File: config.mk
export PLATFORM = sky130hd
export DESIGN_NAME = integer_activation_unit_top_flat
export DESIGN_NICKNAME = d
export VERILOG_FILES = /design/src/rtl/iau_pkg.sv /design/src/rtl/iau_in_if.sv /design/src/rtl/iau_out_if.sv /design/src/rtl/iau_cfg_if.sv /design/src/rtl/iau_front.sv /design/src/rtl/iau_div.sv /design/src/rtl/iau_curve.sv /design/src/rtl/integer_activation_unit_top.sv /design/src/flat_wrapper.sv
export SDC_FILE = /design/constraint.sdc
export NUM_CORES = 2
export LEC_CHECK = 0
export BUFFER_PORTS_ARGS = -buffer_cell sky130_fd_sc_hd__clkbuf_2
export CAP_MARGIN = 10
export CORE_ASPECT_RATIO = 0.9
export CORE_MARGIN = 10
export CORE_UTILIZATION = 42
export DETAILED_ROUTE_END_ITERATION = 16
export GPL_TIMING_DRIVEN = 1
export PLACE_DENSITY_LB_ADDON = 0.1
export SLEW_MARGIN = 30
export SYNTH_ARGS = -nofsm -noshare
export SYNTH_HDL_FRONTEND = slang
export SYNTH_SLANG_ARGS = --single-unit
File: constraint.sdc
create_clock -name i_clk -period 24.7 [get_ports i_clk]
set_input_delay 0 -clock i_clk [delete_from_list [all_inputs] [get_ports i_clk]]
set_output_delay 0 -clock i_clk [all_outputs]
set_load 0.1 [all_outputs]
File: src/rtl/iau_pkg.sv
`timescale 1ns / 1ps
`default_nettype none
// ----------------------------------------------------------------------------
// iau_pkg
// Shared types and constants of the integer activation unit.
// ----------------------------------------------------------------------------
package iau_pkg;

    localparam int VALUE_WIDTH_DEF = 32;
    localparam int QuoW            = 9;
    localparam int CountW          = 16;
    localparam int RemW            = CountW + QuoW;
    localparam int OutW            = 32;
    localparam int CodeW           = 7;
    localparam int CfgIdxW         = 2;
    localparam int CfgDataW        = 16;

    typedef enum logic [2:0] {
        KIND_SIGMOID = 3'd0,
        KIND_TANH    = 3'd1,
        KIND_RESCALE = 3'd2,
        KIND_RELU8   = 3'd3,
        KIND_LEAKY   = 3'd4,
        KIND_PASS    = 3'd5
    } t_kind;

    typedef enum logic [CfgIdxW-1:0] {
        CFG_KIND  = 2'd0,
        CFG_SHIFT = 2'd1,
        CFG_COUNT = 2'd2
    } t_cfg_idx;

    localparam logic [CodeW-1:0] CODE_SAT  = 7'd127;
    localparam logic [CodeW-1:0] CODE_ONE  = 7'd1;
    localparam logic [CodeW-1:0] CODE_LEAK = 7'd5;

    localparam logic signed [11:0] JOINT [6] = '{
        -12'sd127, -12'sd74, -12'sd31, 12'sd32, 12'sd75, 12'sd128
    };
    localparam logic [CodeW-1:0] SEG_CODE [7] = '{
        CODE_SAT, 7'd8, 7'd2, 7'd1, 7'd2, 7'd8, CODE_SAT
    };

    // reciprocal of 5 scaled by 2^18, exact for magnitudes below 2^18
    localparam logic [16:0] RECIP5   = 17'd52429;
    localparam int          RecipSh  = 18;

    typedef struct packed {
        logic [RemW-1:0]   rem;
        logic [QuoW-1:0]   quo;
        logic [CountW-1:0] divisor;
        logic              neg;
        logic              big;
        logic              curve;
        logic              tanh;
        logic [OutW-1:0]   direct;
        logic [CodeW-1:0]  code;
    } t_div_item;

endpackage
`default_nettype wire

File: src/rtl/iau_in_if.sv
`timescale 1ns / 1ps
`default_nettype none
// ----------------------------------------------------------------------------
// iau_in_if
// Input stream channel: one pre-activation value per beat.
// ----------------------------------------------------------------------------
interface iau_in_if;
    logic        valid;
    logic        ready;
    logic [31:0] pre_value;
    modport source (output valid, output pre_value, input ready);
    modport sink   (input valid, input pre_value, output ready);
endinterface
`default_nettype wire

File: src/rtl/iau_out_if.sv
`timescale 1ns / 1ps
`default_nettype none
// ----------------------------------------------------------------------------
// iau_out_if
// Result stream channel: activated value and inverse gradient per beat.
// ----------------------------------------------------------------------------
interface iau_out_if;
    logic        valid;
    logic        ready;
    logic [31:0] act_value;
    logic [6:0]  grad_inverse;
    modport source (output valid, output act_value, output grad_inverse, input ready);
    modport sink   (input valid, input act_value, input grad_inverse, output ready);
endinterface
`default_nettype wire

File: src/rtl/iau_cfg_if.sv
`timescale 1ns / 1ps
`default_nettype none
// ----------------------------------------------------------------------------
// iau_cfg_if
// Configuration write channel: register index and write data per beat.
// ----------------------------------------------------------------------------
interface iau_cfg_if;
    logic        valid;
    logic        ready;
    logic [1:0]  index;
    logic [15:0] data;
    modport source (output valid, output index, output data, input ready);
    modport sink   (input valid, input index, input data, output ready);
endinterface
`default_nettype wire

File: src/rtl/iau_front.sv
`timescale 1ns / 1ps
`default_nettype none
// ----------------------------------------------------------------------------
// iau_front
// Two pipeline stages: power-of-two scaling and leak multiply, then the
// direct modes, magnitude and divisor setup for the curve modes.
// ----------------------------------------------------------------------------
module iau_front #(
    parameter int VALUE_WIDTH = 32
) (
    input  wire logic                     i_clk,
    input  wire logic                     i_rst_n,
    input  wire logic                     i_en,
    input  wire logic                     i_valid,
    input  wire logic [31:0]              i_pre_value,
    input  wire logic [2:0]               i_kind,
    input  wire logic [3:0]               i_shift,
    input  wire logic [15:0]              i_count,
    output logic                          o_valid,
    output iau_pkg::t_div_item            o_item
);
    import iau_pkg::*;

    localparam int W  = VALUE_WIDTH;
    localparam int BW = ((W > RemW) ? W : RemW) + 1;

    logic                  r_v1;
    logic signed [W-1:0]   r_v;
    logic signed [W-1:0]   r_x1;
    logic [31:0]           r_prod;
    logic                  r_v2;
    t_div_item             r_item;

    logic signed [W-1:0]   vin;
    logic [W-1:0]          bias;
    logic signed [W:0]     sum;
    logic signed [W:0]     shifted;
    logic [15:0]           mag16;
    logic [31:0]           n_prod;

    logic signed [31:0]    v32;
    logic signed [31:0]    x32;
    logic [W-1:0]          amag;
    logic [CountW-1:0]     divisor;
    logic                  curve;
    logic                  is_tanh;
    logic [OutW-1:0]       direct;
    logic [CodeW-1:0]      code;
    t_div_item             n_item;

    always_comb begin
        vin     = signed'(i_pre_value[W-1:0]);
        bias    = ~({W{1'b1}} << i_shift) & {W{vin[W-1]}};
        sum     = (W+1)'(vin) + signed'({1'b0, bias});
        shifted = sum >>> i_shift;
        mag16   = 16'(32'sd0 - 32'(vin));
        n_prod  = 32'(mag16) * 32'(RECIP5);
    end

    always_ff @(posedge i_clk) begin
        if (!i_rst_n) begin
            r_v1 <= 1'b0;
        end else if (i_en) begin
            r_v1 <= i_valid;
        end
    end

    always_ff @(posedge i_clk) begin
        if (i_en) begin
            r_v    <= vin;
            r_x1   <= shifted[W-1:0];
            r_prod <= n_prod;
        end
    end

    always_comb begin
        v32     = 32'(r_v);
        x32     = 32'(r_x1);
        amag    = r_x1[W-1] ? W'(-r_x1) : W'(r_x1);
        curve   = 1'b0;
        is_tanh = 1'b0;
        direct  = v32;
        code    = CODE_ONE;
        case (i_kind)
            KIND_SIGMOID: begin
                curve = 1'b1;
            end
            KIND_TANH: begin
                curve   = 1'b1;
                is_tanh = 1'b1;
            end
            KIND_RESCALE: begin
                direct = x32;
            end
            KIND_RELU8: begin
                if (v32 < 0) begin
                    direct = '0;
                    code   = CODE_SAT;
                end else if (v32 > 32'sd127) begin
                    direct = 32'd127;
                    code   = CODE_SAT;
                end
            end
            KIND_LEAKY: begin
                if (v32 < -32'sd32768) begin
                    direct = 32'hFFFF_8000;
                    code   = CODE_SAT;
                end else if (v32 < 0) begin
                    direct = 32'd0 - {{RecipSh{1'b0}}, r_prod[31:RecipSh]};
                    code   = CODE_LEAK;
                end else if (v32 >= 32'sd32767) begin
                    direct = 32'd32767;
                    code   = CODE_SAT;
                end
            end
            default: begin
                direct = v32;
            end
        endcase
        divisor = (is_tanh && (i_count != '0)) ? i_count : CountW'(1);
        n_item.rem     = RemW'(amag);
        n_item.quo     = '0;
        n_item.divisor = divisor;
        n_item.neg     = r_x1[W-1];
        n_item.big     = BW'(amag) >= BW'({divisor, {QuoW{1'b0}}});
        n_item.curve   = curve;
        n_item.tanh    = is_tanh;
        n_item.direct  = direct;
        n_item.code    = code;
    end

    always_ff @(posedge i_clk) begin
        if (!i_rst_n) begin
            r_v2 <= 1'b0;
        end else if (i_en) begin
            r_v2 <= r_v1;
        end
    end

    always_ff @(posedge i_clk) begin
        if (i_en) begin
            r_item <= n_item;
        end
    end

    assign o_valid = r_v2;
    assign o_item  = r_item;

endmodule
`default_nettype wire

File: src/rtl/iau_div.sv
`timescale 1ns / 1ps
`default_nettype none
// ----------------------------------------------------------------------------
// iau_div
// Pipelined restoring divider, one quotient bit per stage, for the
// magnitude of the scaled input over the tanh item count (one in the other modes).
// ----------------------------------------------------------------------------
module iau_div (
    input  wire logic               i_clk,
    input  wire logic               i_rst_n,
    input  wire logic               i_en,
    input  wire logic               i_valid,
    input  iau_pkg::t_div_item      i_item,
    output logic                    o_valid,
    output iau_pkg::t_div_item      o_item
);
    import iau_pkg::*;

    logic      r_vld [QuoW];
    t_div_item r_st  [QuoW];

    for (genvar j = 0; j < QuoW; j++) begin : g_stage
        localparam int Bit = QuoW - 1 - j;
        t_div_item       cur;
        t_div_item       n_st;
        logic            cur_v;
        logic [RemW-1:0] trial;

        always_comb begin
            if (j == 0) begin
                cur   = i_item;
                cur_v = i_valid;
            end else begin
                cur   = r_st[(j == 0) ? 0 : j-1];
                cur_v = r_vld[(j == 0) ? 0 : j-1];
            end
            trial = RemW'(cur.divisor) << Bit;
            n_st  = cur;
            if (cur.rem >= trial) begin
                n_st.rem      = cur.rem - trial;
                n_st.quo[Bit] = 1'b1;
            end
        end

        always_ff @(posedge i_clk) begin
            if (!i_rst_n) begin
                r_vld[j] <= 1'b0;
            end else if (i_en) begin
                r_vld[j] <= cur_v;
            end
        end

        always_ff @(posedge i_clk) begin
            if (i_en) begin
                r_st[j] <= n_st;
            end
        end
    end

    assign o_valid = r_vld[QuoW-1];
    assign o_item  = r_st[QuoW-1];

endmodule
`default_nettype wire

File: src/rtl/iau_curve.sv
`timescale 1ns / 1ps
`default_nettype none
// ----------------------------------------------------------------------------
// iau_curve
// Segment lookup and piecewise-linear sigmoid and tanh, result select
// and the output register.
// ----------------------------------------------------------------------------
module iau_curve (
    input  wire logic               i_clk,
    input  wire logic               i_rst_n,
    input  wire logic               i_en,
    input  wire logic               i_valid,
    input  iau_pkg::t_div_item      i_item,
    output logic                    o_valid,
    output logic [31:0]             o_act_value,
    output logic [6:0]              o_grad_inverse
);
    import iau_pkg::*;

    function automatic logic signed [11:0] tdiv(input logic signed [11:0] x, input int sh);
        logic signed [11:0] b;
        b = x[11] ? 12'((1 << sh) - 1) : 12'sd0;
        return (x + b) >>> sh;
    endfunction

    logic                  r_valid;
    logic [OutW-1:0]       r_value;
    logic [CodeW-1:0]      r_code;

    logic signed [11:0]    qs;
    logic signed [11:0]    x;
    logic [2:0]            seg;
    logic signed [11:0]    y;
    logic [OutW-1:0]       n_value;
    logic [CodeW-1:0]      n_code;

    always_comb begin
        qs = signed'({3'b000, i_item.quo});
        if (i_item.big) begin
            x = i_item.neg ? -12'sd1000 : 12'sd1000;
        end else begin
            x = i_item.neg ? -qs : qs;
        end
        seg = '0;
        for (int k = 0; k < 6; k++) begin
            seg = seg + 3'(x >= JOINT[k]);
        end
        if (i_item.tanh) begin
            case (seg)
                3'd0:    y = -12'sd128;
                3'd1:    y = tdiv(x, 2) - 12'sd88;
                3'd2:    y = x - 12'sd32;
                3'd3:    y = x <<< 1;
                3'd4:    y = x + 12'sd32;
                3'd5:    y = tdiv(x, 2) + 12'sd88;
                default: y = 12'sd127;
            endcase
            if (y < -12'sd128) begin
                y = -12'sd128;
            end else if (y > 12'sd127) begin
                y = 12'sd127;
            end
        end else begin
            case (seg)
                3'd0:    y = 12'sd1;
                3'd1:    y = tdiv(x, 3) + 12'sd20;
                3'd2:    y = tdiv(x, 1) + 12'sd48;
                3'd3:    y = x + 12'sd64;
                3'd4:    y = tdiv(x, 1) + 12'sd80;
                3'd5:    y = tdiv(x, 3) + 12'sd108;
                default: y = 12'sd127;
            endcase
            if (y < 12'sd1) begin
                y = 12'sd1;
            end else if (y > 12'sd127) begin
                y = 12'sd127;
            end
        end
        if (i_item.curve) begin
            n_value = OutW'(y);
            n_code  = SEG_CODE[seg];
        end else begin
            n_value = i_item.direct;
            n_code  = i_item.code;
        end
    end

    always_ff @(posedge i_clk) begin
        if (!i_rst_n) begin
            r_valid <= 1'b0;
        end else if (i_en) begin
            r_valid <= i_valid;
        end
    end

    always_ff @(posedge i_clk) begin
        if (i_en) begin
            r_value <= n_value;
            r_code  <= n_code;
        end
    end

    assign o_valid        = r_valid;
    assign o_act_value    = r_value;
    assign o_grad_inverse = r_code;

endmodule
`default_nettype wire

File: src/rtl/integer_activation_unit_top.sv
`timescale 1ns / 1ps
`default_nettype none
// ----------------------------------------------------------------------------
// integer_activation_unit_top
// Piecewise-linear integer activation: sigmoid, tanh, rescale, 8-bit relu,
// leaky relu and pass-through on a stream of signed values.
//
// Usage: write activation_kind (index 0), scale_shift (1) and item_count (2)
// on i_cfg while the stream is empty; the cfg channel is always ready. Push
// pre-activation beats on i_in; each gives exactly one beat on o_out, in order.
// Each accepted input beat passes two front stages, the nine stages of
// the bit-per-stage divider for the tanh item count and the output
// register. Throughput is one beat per cycle while o_out takes its
// beats. The whole pipeline advances together: when o_out holds a beat
// that is not taken, every stage holds and i_in.ready drops in the same
// cycle, so nothing is lost or repeated. Reset clears all valid bits and
// sets the registers to sigmoid, shift 0 and item count 1.
// ----------------------------------------------------------------------------
module integer_activation_unit_top #(
    parameter int VALUE_WIDTH = iau_pkg::VALUE_WIDTH_DEF
) (
    input  wire logic  i_clk,
    input  wire logic  i_rst_n,
    iau_in_if.sink     i_in,
    iau_out_if.source  o_out,
    iau_cfg_if.sink    i_cfg
);
    import iau_pkg::*;

    logic [2:0]        r_kind;
    logic [3:0]        r_shift;
    logic [CountW-1:0] r_count;

    logic              en;
    logic              front_valid;
    t_div_item         front_item;
    logic              div_valid;
    t_div_item         div_item;
    logic              out_valid;

    assign i_cfg.ready = 1'b1;

    always_ff @(posedge i_clk) begin
        if (!i_rst_n) begin
            r_kind  <= KIND_SIGMOID;
            r_shift <= '0;
            r_count <= CountW'(1);
        end else if (i_cfg.valid) begin
            unique case (t_cfg_idx'(i_cfg.index))
                CFG_KIND:  r_kind  <= i_cfg.data[2:0];
                CFG_SHIFT: r_shift <= i_cfg.data[3:0];
                CFG_COUNT: r_count <= i_cfg.data;
                default: begin
                end
            endcase
        end
    end

    assign en         = !out_valid || o_out.ready;
    assign i_in.ready = en;
    assign o_out.valid = out_valid;

    iau_front #(
        .VALUE_WIDTH (VALUE_WIDTH)
    ) u_front (
        .i_clk       (i_clk),
        .i_rst_n     (i_rst_n),
        .i_en        (en),
        .i_valid     (i_in.valid),
        .i_pre_value (i_in.pre_value),
        .i_kind      (r_kind),
        .i_shift     (r_shift),
        .i_count     (r_count),
        .o_valid     (front_valid),
        .o_item      (front_item)
    );

    iau_div u_div (
        .i_clk   (i_clk),
        .i_rst_n (i_rst_n),
        .i_en    (en),
        .i_valid (front_valid),
        .i_item  (front_item),
        .o_valid (div_valid),
        .o_item  (div_item)
    );

    iau_curve u_curve (
        .i_clk          (i_clk),
        .i_rst_n        (i_rst_n),
        .i_en           (en),
        .i_valid        (div_valid),
        .i_item         (div_item),
        .o_valid        (out_valid),
        .o_act_value    (o_out.act_value),
        .o_grad_inverse (o_out.grad_inverse)
    );

    a_stall_blocks_input: assert property (@(posedge i_clk) disable iff (!i_rst_n)
        (out_valid && !o_out.ready) |-> !i_in.ready)
        else $error("input taken while output stalled");

    a_grad_nonzero: assert property (@(posedge i_clk) disable iff (!i_rst_n)
        out_valid |-> (o_out.grad_inverse != '0))
        else $error("zero inverse gradient");

    a_sigmoid_range: assert property (@(posedge i_clk) disable iff (!i_rst_n)
        (out_valid && (r_kind == KIND_SIGMOID)) |->
        ((o_out.act_value >= 32'd1) && (o_out.act_value <= 32'd127)))
        else $error("sigmoid result out of range");

endmodule
`default_nettype wire
File: src/flat_wrapper.sv
// flat-port wrapper written by rule: the top's interface ports become plain ports
module integer_activation_unit_top_flat import iau_pkg::*;
#(
    parameter int VALUE_WIDTH = iau_pkg::VALUE_WIDTH_DEF
)
  (i_clk, i_rst_n, i_in_valid, i_in_pre_value, i_in_ready, o_out_valid, o_out_act_value, o_out_grad_inverse, o_out_ready, i_cfg_valid, i_cfg_index, i_cfg_data, i_cfg_ready);
  iau_in_if i_in_i ();
  iau_out_if o_out_i ();
  iau_cfg_if i_cfg_i ();
  input  wire logic i_clk;
  input  wire logic i_rst_n;
  input wire logic [$bits(i_in_i.valid)-1:0] i_in_valid;
  input wire logic [$bits(i_in_i.pre_value)-1:0] i_in_pre_value;
  output wire logic [$bits(i_in_i.ready)-1:0] i_in_ready;
  output wire logic [$bits(o_out_i.valid)-1:0] o_out_valid;
  output wire logic [$bits(o_out_i.act_value)-1:0] o_out_act_value;
  output wire logic [$bits(o_out_i.grad_inverse)-1:0] o_out_grad_inverse;
  input wire logic [$bits(o_out_i.ready)-1:0] o_out_ready;
  input wire logic [$bits(i_cfg_i.valid)-1:0] i_cfg_valid;
  input wire logic [$bits(i_cfg_i.index)-1:0] i_cfg_index;
  input wire logic [$bits(i_cfg_i.data)-1:0] i_cfg_data;
  output wire logic [$bits(i_cfg_i.ready)-1:0] i_cfg_ready;
  assign i_in_i.valid = i_in_valid;
  assign i_in_i.pre_value = i_in_pre_value;
  assign i_in_ready = i_in_i.ready;
  assign o_out_valid = o_out_i.valid;
  assign o_out_act_value = o_out_i.act_value;
  assign o_out_grad_inverse = o_out_i.grad_inverse;
  assign o_out_i.ready = o_out_ready;
  assign i_cfg_i.valid = i_cfg_valid;
  assign i_cfg_i.index = i_cfg_index;
  assign i_cfg_i.data = i_cfg_data;
  assign i_cfg_ready = i_cfg_i.ready;
  integer_activation_unit_top #(.VALUE_WIDTH(VALUE_WIDTH)) u_core (.i_clk(i_clk), .i_rst_n(i_rst_n), .i_in(i_in_i), .o_out(o_out_i), .i_cfg(i_cfg_i));
endmodule
; After elaboration in Yosys (flattened, before gate mapping)
; Memory sizes are Yosys's and may differ from the RTL's. A register that Yosys moved wholly into a read port is not among the register bits.
; Cells that the tools add are included.
[totals]
memories = 3
ff_bits = 244
romBits = 56
in_bits = 55
ram_bits = 846
[op_classes]
n_addsub = 31
n_eq_ne = 11
bitwise = 12
n_lt_le_gt_ge = 25
muxes = 66
shift = 2
reduce_logical = 12
mul = 1
[mem_list]
columns = memory, words, width, read_ports, rd_clocked_by_memory_dff, write_ports, line_no
row1 = u_core.u_div.r_st, 9, 93, 9, 0, 9, iau_div.sv:20  ; t_div_item r_st [QuoW];
row2 = (name not given), 8, 7, 1, 0, 0, iau_curve.sv:81  ; n_code = SEG_CODE[seg];
row3 = u_core.u_div.r_vld, 9, 1, 9, 1, 9, iau_div.sv:19  ; logic r_vld [QuoW];
[ops]
columns = cell, n
row1 = 32-bit two-way mux, 7
row2 = 25-bit two-way mux, 8
row3 = 12-bit one-hot mux with 6 select lines, 2
row4 = 12-bit two-way mux, 10
row5 = 32-bit one-hot mux with 3 select lines, 1
row6 = 7-bit two-way mux, 8
row7 = "12-bit by 8-bit greater-or-equal comparator with 1-bit output, second input constant", 3
row8 = 32-bit by 33-bit adder with 33-bit output, 1
row9 = 33-bit by 4-bit >>> shifter with 32-bit output, 1
row10 = 32-bit bitwise AND, 1
row11 = "32-bit by 16-bit greater-or-equal comparator with 1-bit output, second input constant", 1
row12 = 32-bit by 25-bit greater-or-equal comparator with 1-bit output, 1
row13 = "32-bit by 8-bit greater-than comparator with 1-bit output, second input constant", 1
row14 = "32-bit by 1-bit < comparator with 1-bit output, second input constant", 1
row15 = "32-bit by 16-bit < comparator with 1-bit output, second input constant", 1
row16 = "16-bit by 16-bit multiplier with 32-bit output, second input constant", 1
row17 = 32-bit negator, 1
row18 = 32-bit NOT, 1
row19 = "32-bit by 4-bit left shift with 32-bit output, first input constant", 1
row20 = 26-bit two-way mux, 1
row21 = 25-bit by 16-bit greater-or-equal comparator with 1-bit output, 1
row22 = 25-bit by 17-bit greater-or-equal comparator with 1-bit output, 1
row23 = 25-bit by 18-bit greater-or-equal comparator with 1-bit output, 1
row24 = 25-bit by 19-bit greater-or-equal comparator with 1-bit output, 1
row25 = other kinds (59), 104

; Logic depth before layout (Yosys ltp)
; An unclocked memory read counts as a cell.
[depth]
word_depth = 18
ltp_mapped = 31
ltp_nobuf = 29

; Modules after synthesis
; Synthesis repeated with hierarchy kept, for this count alone.
[unflattened]
hier_cells = 4608
area_unflattened_um2 = 56421.6
[by_module_without_submodules]
columns = mod, instances, cells_each, area_each_um2
row1 = iau_div, 1, 2401, 35758.0
row2 = iau_front, 1, 1528, 15011.9
row3 = iau_curve, 1, 581, 4720.8
row4 = integer_activation_unit_top, 1, 98, 930.9

; Least setup slack after synthesis
; OpenSTA, ideal clock, no wires.
[synth_path]
path_type = register to register
from = register u_core.u_curve.r_valid, in the netlist u_core.u_curve.o_valid (read register of u_core.u_div.r_vld)
to = memory u_core.u_div.r_vld[0], data pin
n_path_buf = 1
setup_slack_ns = -4.000
period_less_slack_ns = 28.700
path_stages_with_launch = 5
arrival_ns = 28.402
setup_time_ns = 0.298
t_required_ns = 24.402
cell_sequence = dfxtp_1 > nor2b_1 > inv_1 > clkbuf_1 > and3_1
[synth_rtl]
columns = element, line_no
row1 = start: declaration, iau_curve.sv:26  ; logic r_valid;
row2 = end: declaration, iau_div.sv:19

==> key figures <==
Final layout
  • Most common cell after layout, fill and taps aside: edfxtp_1
  • Fill cells: 10.8k
  • # nets final: 4818
  • Multi-input gate area: 20400 µm²
  • Reg area: 28100 µm²
  • Most frequent cells in the layout: edfxtp_1, inv_1, ha_1
  • Area Growth Syn to Fin: 12.6%
  • Layout cells sized above 1: 8.52%
  • Finished Layout Cells: 6011
  • Layout Utilization: 47.7%

Power
  • Cell Int Power: 0.00403 W
  • Max VDD drop: 0.153 mV
  • Sw frac: 36.0%
  • Leakage: 22.0 nW
  • Psw: 0.00227 W
  • Reg power frac: 37.6%
  • Logic pwr share: 38.9%
  • Pwr Density: 111 nW/µm²
  • Clock power frac: 23.5%

Synth
  • Register area share after synthesis: 55.6%
  • Cell variety after synth: 110
  • YS warnings: 0
  • Synth Cell Area: 50500 µm²
  • Mean Syn Cell Area: 12.1 µm²
  • Main flop type after synthesis: edfxtp_1
  • Cells after Synth: 4160
  • Asr flop ratio synth: 0%
  • Flops & latches, synth: 944
  • Net Count, Synth: 4637
  • Post-synth EDFFs: 917

Route
  • Routed wire length: 117000 µm
  • Drt pass-1 iters: 6
  • Detailed-route via count: 32.1k
  • 1st-iter DRT viols: 2537
  • Routed wire per std cell: 19.5 µm
  • DRC viols: 0
  • Vias per Instance: 5.34
  • Antenna viol nets, final: 0

Timing
  • Final setup TNS: 0 ns
  • Setup violators final: 0
  • Final Skew: 0.0566 ns
  • Final hold vios: 0
  • Worst-margin pin slew: 0.990 ns
  • Hold WS: 0.0853 ns
  • Unrepaired setup endpoints after global routing: false
  • Relative slew slack: 34.0%
  • Final period utilization: 32.2%
  • Final critical-path required period: 7.96 ns
  • Max Slew Vio Count: 0
  • Fin worst setup slack: 16.74 ns
  • Fmax: 126 MHz

Clocking
  • CTS buffer count: 99
  • Htree depth: 3
  • CTS sink count: 944
  • CTS Buffer Depth: 3
  • Clock root buffer: clkbuf_16
  • Worst skew pair latency: 0.71 ns
  • Post-CTS Resized: 0
  • Post-CTS setup buffers: 0
  • Worst-path clk slew: 0.06 ns
  • CTS tree: yes

Setup path
  • Critical path type: flop to flop
  • Worst r2r src: u_core.u_div.r_st[0][803]$_DFFE_PN_
  • Worst Path Buf+Inv: 4
  • Worst setup SP type: flop
  • Worst r2r dst: u_core.u_curve.o_act_value[2]$_DFFE_PN_
  • Max FO, Critical Path: 11
  • Critical Path Slowest Stage Cell: nor4_1
  • Worst R2R Setup Slack: 16.74 ns
  • CP Data Required Time: 25.09 ns
  • CP delay by family, top: simple AND/OR/NAND/NOR gates
  • Crit end category: flop
  • Max incr delay on CP: 0.69 ns
  • R2R cell count: 26
  • Worst Path Arrival: 8.35 ns

Placement
  • Routability Congestion: 0.903
  • Dpl ws: 16.73 ns
  • Placed cells: 5750
  • DP HPWL: 87000 µm
  • PortBufs: 95

GRT
  • Remaining global-route overflow: 0
  • GRT Overall Usage: 17.1%
  • Vias in the first global route: 31.3k
  • Initial antenna violation count: 2
  • First-pass GRT wire length: 183000 µm
  • Largest net degree at the start of global routing: 179

Floorplanning
  • Die width: 385 µm
  • Core Rows: 120
  • Die ar.: 134000 µm²
  • I/O pin total: 97
  • Die H: 349 µm
  • Core footprint: 119000 µm²
  • Starting Density: 42.3%

Min path
  • Worst hold-check path type: input port to flop
  • Hold depth: 4
  • End of the worst hold path: u_core.r_count[7]$_SDFFE_PN0P_
  • Hold wc startpoint: i_cfg_index[0]

Run
  • Number of max-cap violations: 0

Status
  • Status: complete, no violations
[cell families (layout without fill, tap and decap cells)]
kind of cell    count (synthesis)  after routing  synth area share [%]
xor+xnor                      217            217                  3.78
simple gates                 1040           1040                  10.4
buf+inv                       523            787                  3.95
fa+ha+maj                     422            422                  11.9
other cells                     1              2               0.00743
compound gates                892            892                  11.8
flops                         944            944                  55.6
mux                           121            121                  2.50
[metal layers]
| layer | share of wire, % | wire length (µm) | global-route usage, % | vias to the layer above |
|---|---|---|---|---|
| li1 | - | - | - | 15800 |
| met2 | 47 | 54500 | 27.6 | 682 |
| met4 | 2.2 | 2560 | 4.19 | 0 |
| met3 | 4.2 | 4940 | 2.60 | 169 |
| met1 | 47 | 55200 | 24.2 | 15500 |
| met5 | 0 | 0 | 0 | - |
[cells in the mapped netlist, types with 19 or more instances]
cell / count / area, µm²
xnor2_1: 149 / 1310
a21o_1: 54 / 405
ha_1: 328 / 4100
nand4_1: 53 / 332
a31oi_1: 32 / 200
and3_1: 30 / 188
nand3_1: 70 / 350
or3_1: 28 / 175
o211ai_1: 19 / 143
and2_1: 26 / 163
mux2i_1: 90 / 901
inv_1: 391 / 1470
a21boi_0: 32 / 240
a221o_1: 31 / 310
nand2b_1: 62 / 388
a211oi_1: 38 / 285
o31ai_1: 37 / 278
clkbuf_1: 93 / 349
o21ai_0: 229 / 1150
nor2b_1: 52 / 325
edfxtp_1: 917 / 27500
o21a_1: 38 / 285
or4_1: 20 / 150
dfxtp_1: 27 / 541
xor2_1: 67 / 587
a21oi_1: 202 / 1010
nor2_1: 225 / 845
nor3_1: 67 / 335
nor4_1: 45 / 282
nand2_1: 286 / 1070
mux2_2: 28 / 315
fa_1: 94 / 1880
[worst max path at each step]
stage | from | to | slack, ns | cells past startpoint
2_1_floorplan | u_core.u_curve.o_valid$_SDFFE_PN0N_ | u_core.u_div.r_vld[0]$_DFFE_PP_ | 10.74 | 4
3_3_place_gp | i_in_pre_value[3] | u_core.u_front.r_prod[31]$_DFFE_PN_ | 16.80 | 28
3_5_place_dp | i_in_pre_value[3] | u_core.u_front.r_prod[31]$_DFFE_PN_ | 16.73 | 29
4_1_cts | u_core.u_div.r_st[0][785]$_DFFE_PN_ | u_core.u_curve.o_act_value[12]$_DFFE_PN_ | 16.81 | 21
5_1_grt | i_in_pre_value[3] | u_core.u_front.r_prod[31]$_DFFE_PN_ | 16.22 | 30
6_report | u_core.u_div.r_st[0][803]$_DFFE_PN_ | u_core.u_curve.o_act_value[2]$_DFFE_PN_ | 16.74 | 26
[sequential cells by signal, summed over array words and instances, names as in the netlist, 3 cells and up]
name                           flops
u_core.u_div.r_st                715
u_core.u_front.o_item             79
u_core.u_curve.o_act_value        32
u_core.u_front.r_x1               32
u_core.u_front.r_v                31
u_core.r_count                    16
u_core.u_front.r_prod             15
u_core.u_div.r_vld                 9
u_core.u_curve.o_grad_inverse      5
u_core.r_shift                     4
u_core.r_kind                      3
[worst register-to-register path, stage by stage, from the launching register on]
cell and delay [ns]:
edfxtp_1 0.52, inv_1 0.13, ha_1 0.28, or4b_1 0.48, nand3_1 0.22, nand2_1 0.32, nor4_1 0.69, nand3_1 0.17
o22a_1 0.25, fa_1 0.53, inv_1 0.05, fa_1 0.54, ha_1 0.14, inv_1 0.05, fa_1 0.62, ha_1 0.44
nand2_1 0.28, inv_1 0.11, ha_1 0.29, a21oi_1 0.19, nand3_1 0.22, or4_1 0.46, nand3_1 0.09, or3_1 0.12
o211ai_1 0.17, nand2b_4 0.16, o2111ai_2 0.13
[power by group through the flow]
stage	sequential, W	clock, W	combinational (W)
floorplan	0.00243	0	0.00173
global placement	0.00240	0	0.00243
detailed placement	0.00241	0	0.00244
CTS	0.00238	0.00153	0.00246
global route	0.00241	0.00160	0.00275
finish	0.00237	0.00148	0.00245
[cell type report]
cell class | instances | area share (%)
sequential | 944 | 49.4
clock buffer | 121 | 4.54
antenna | 1 | 0.00440
tap | 1586 | 3.49
inverter | 397 | 2.64
timing repair buffer | 206 | 2.70
multi-input combinational | 2693 | 36.0
clock inverter | 63 | 1.26
[timing repair]
item	4_1_cts	5_1_grt
endpoints found under the hold margin	67	0
setup endpoints to repair	0	0
hold buffers	76	0
[metrics by stage]
stage	total power, W	area (µm²)
floorplan	0.00416	50500
global placement	0.00484	52700
detailed placement	0.00485	52800
CTS	0.00637	56800
global route	0.00676	56800
finish	0.00631	56800
(Power assumes the default switching activity.)
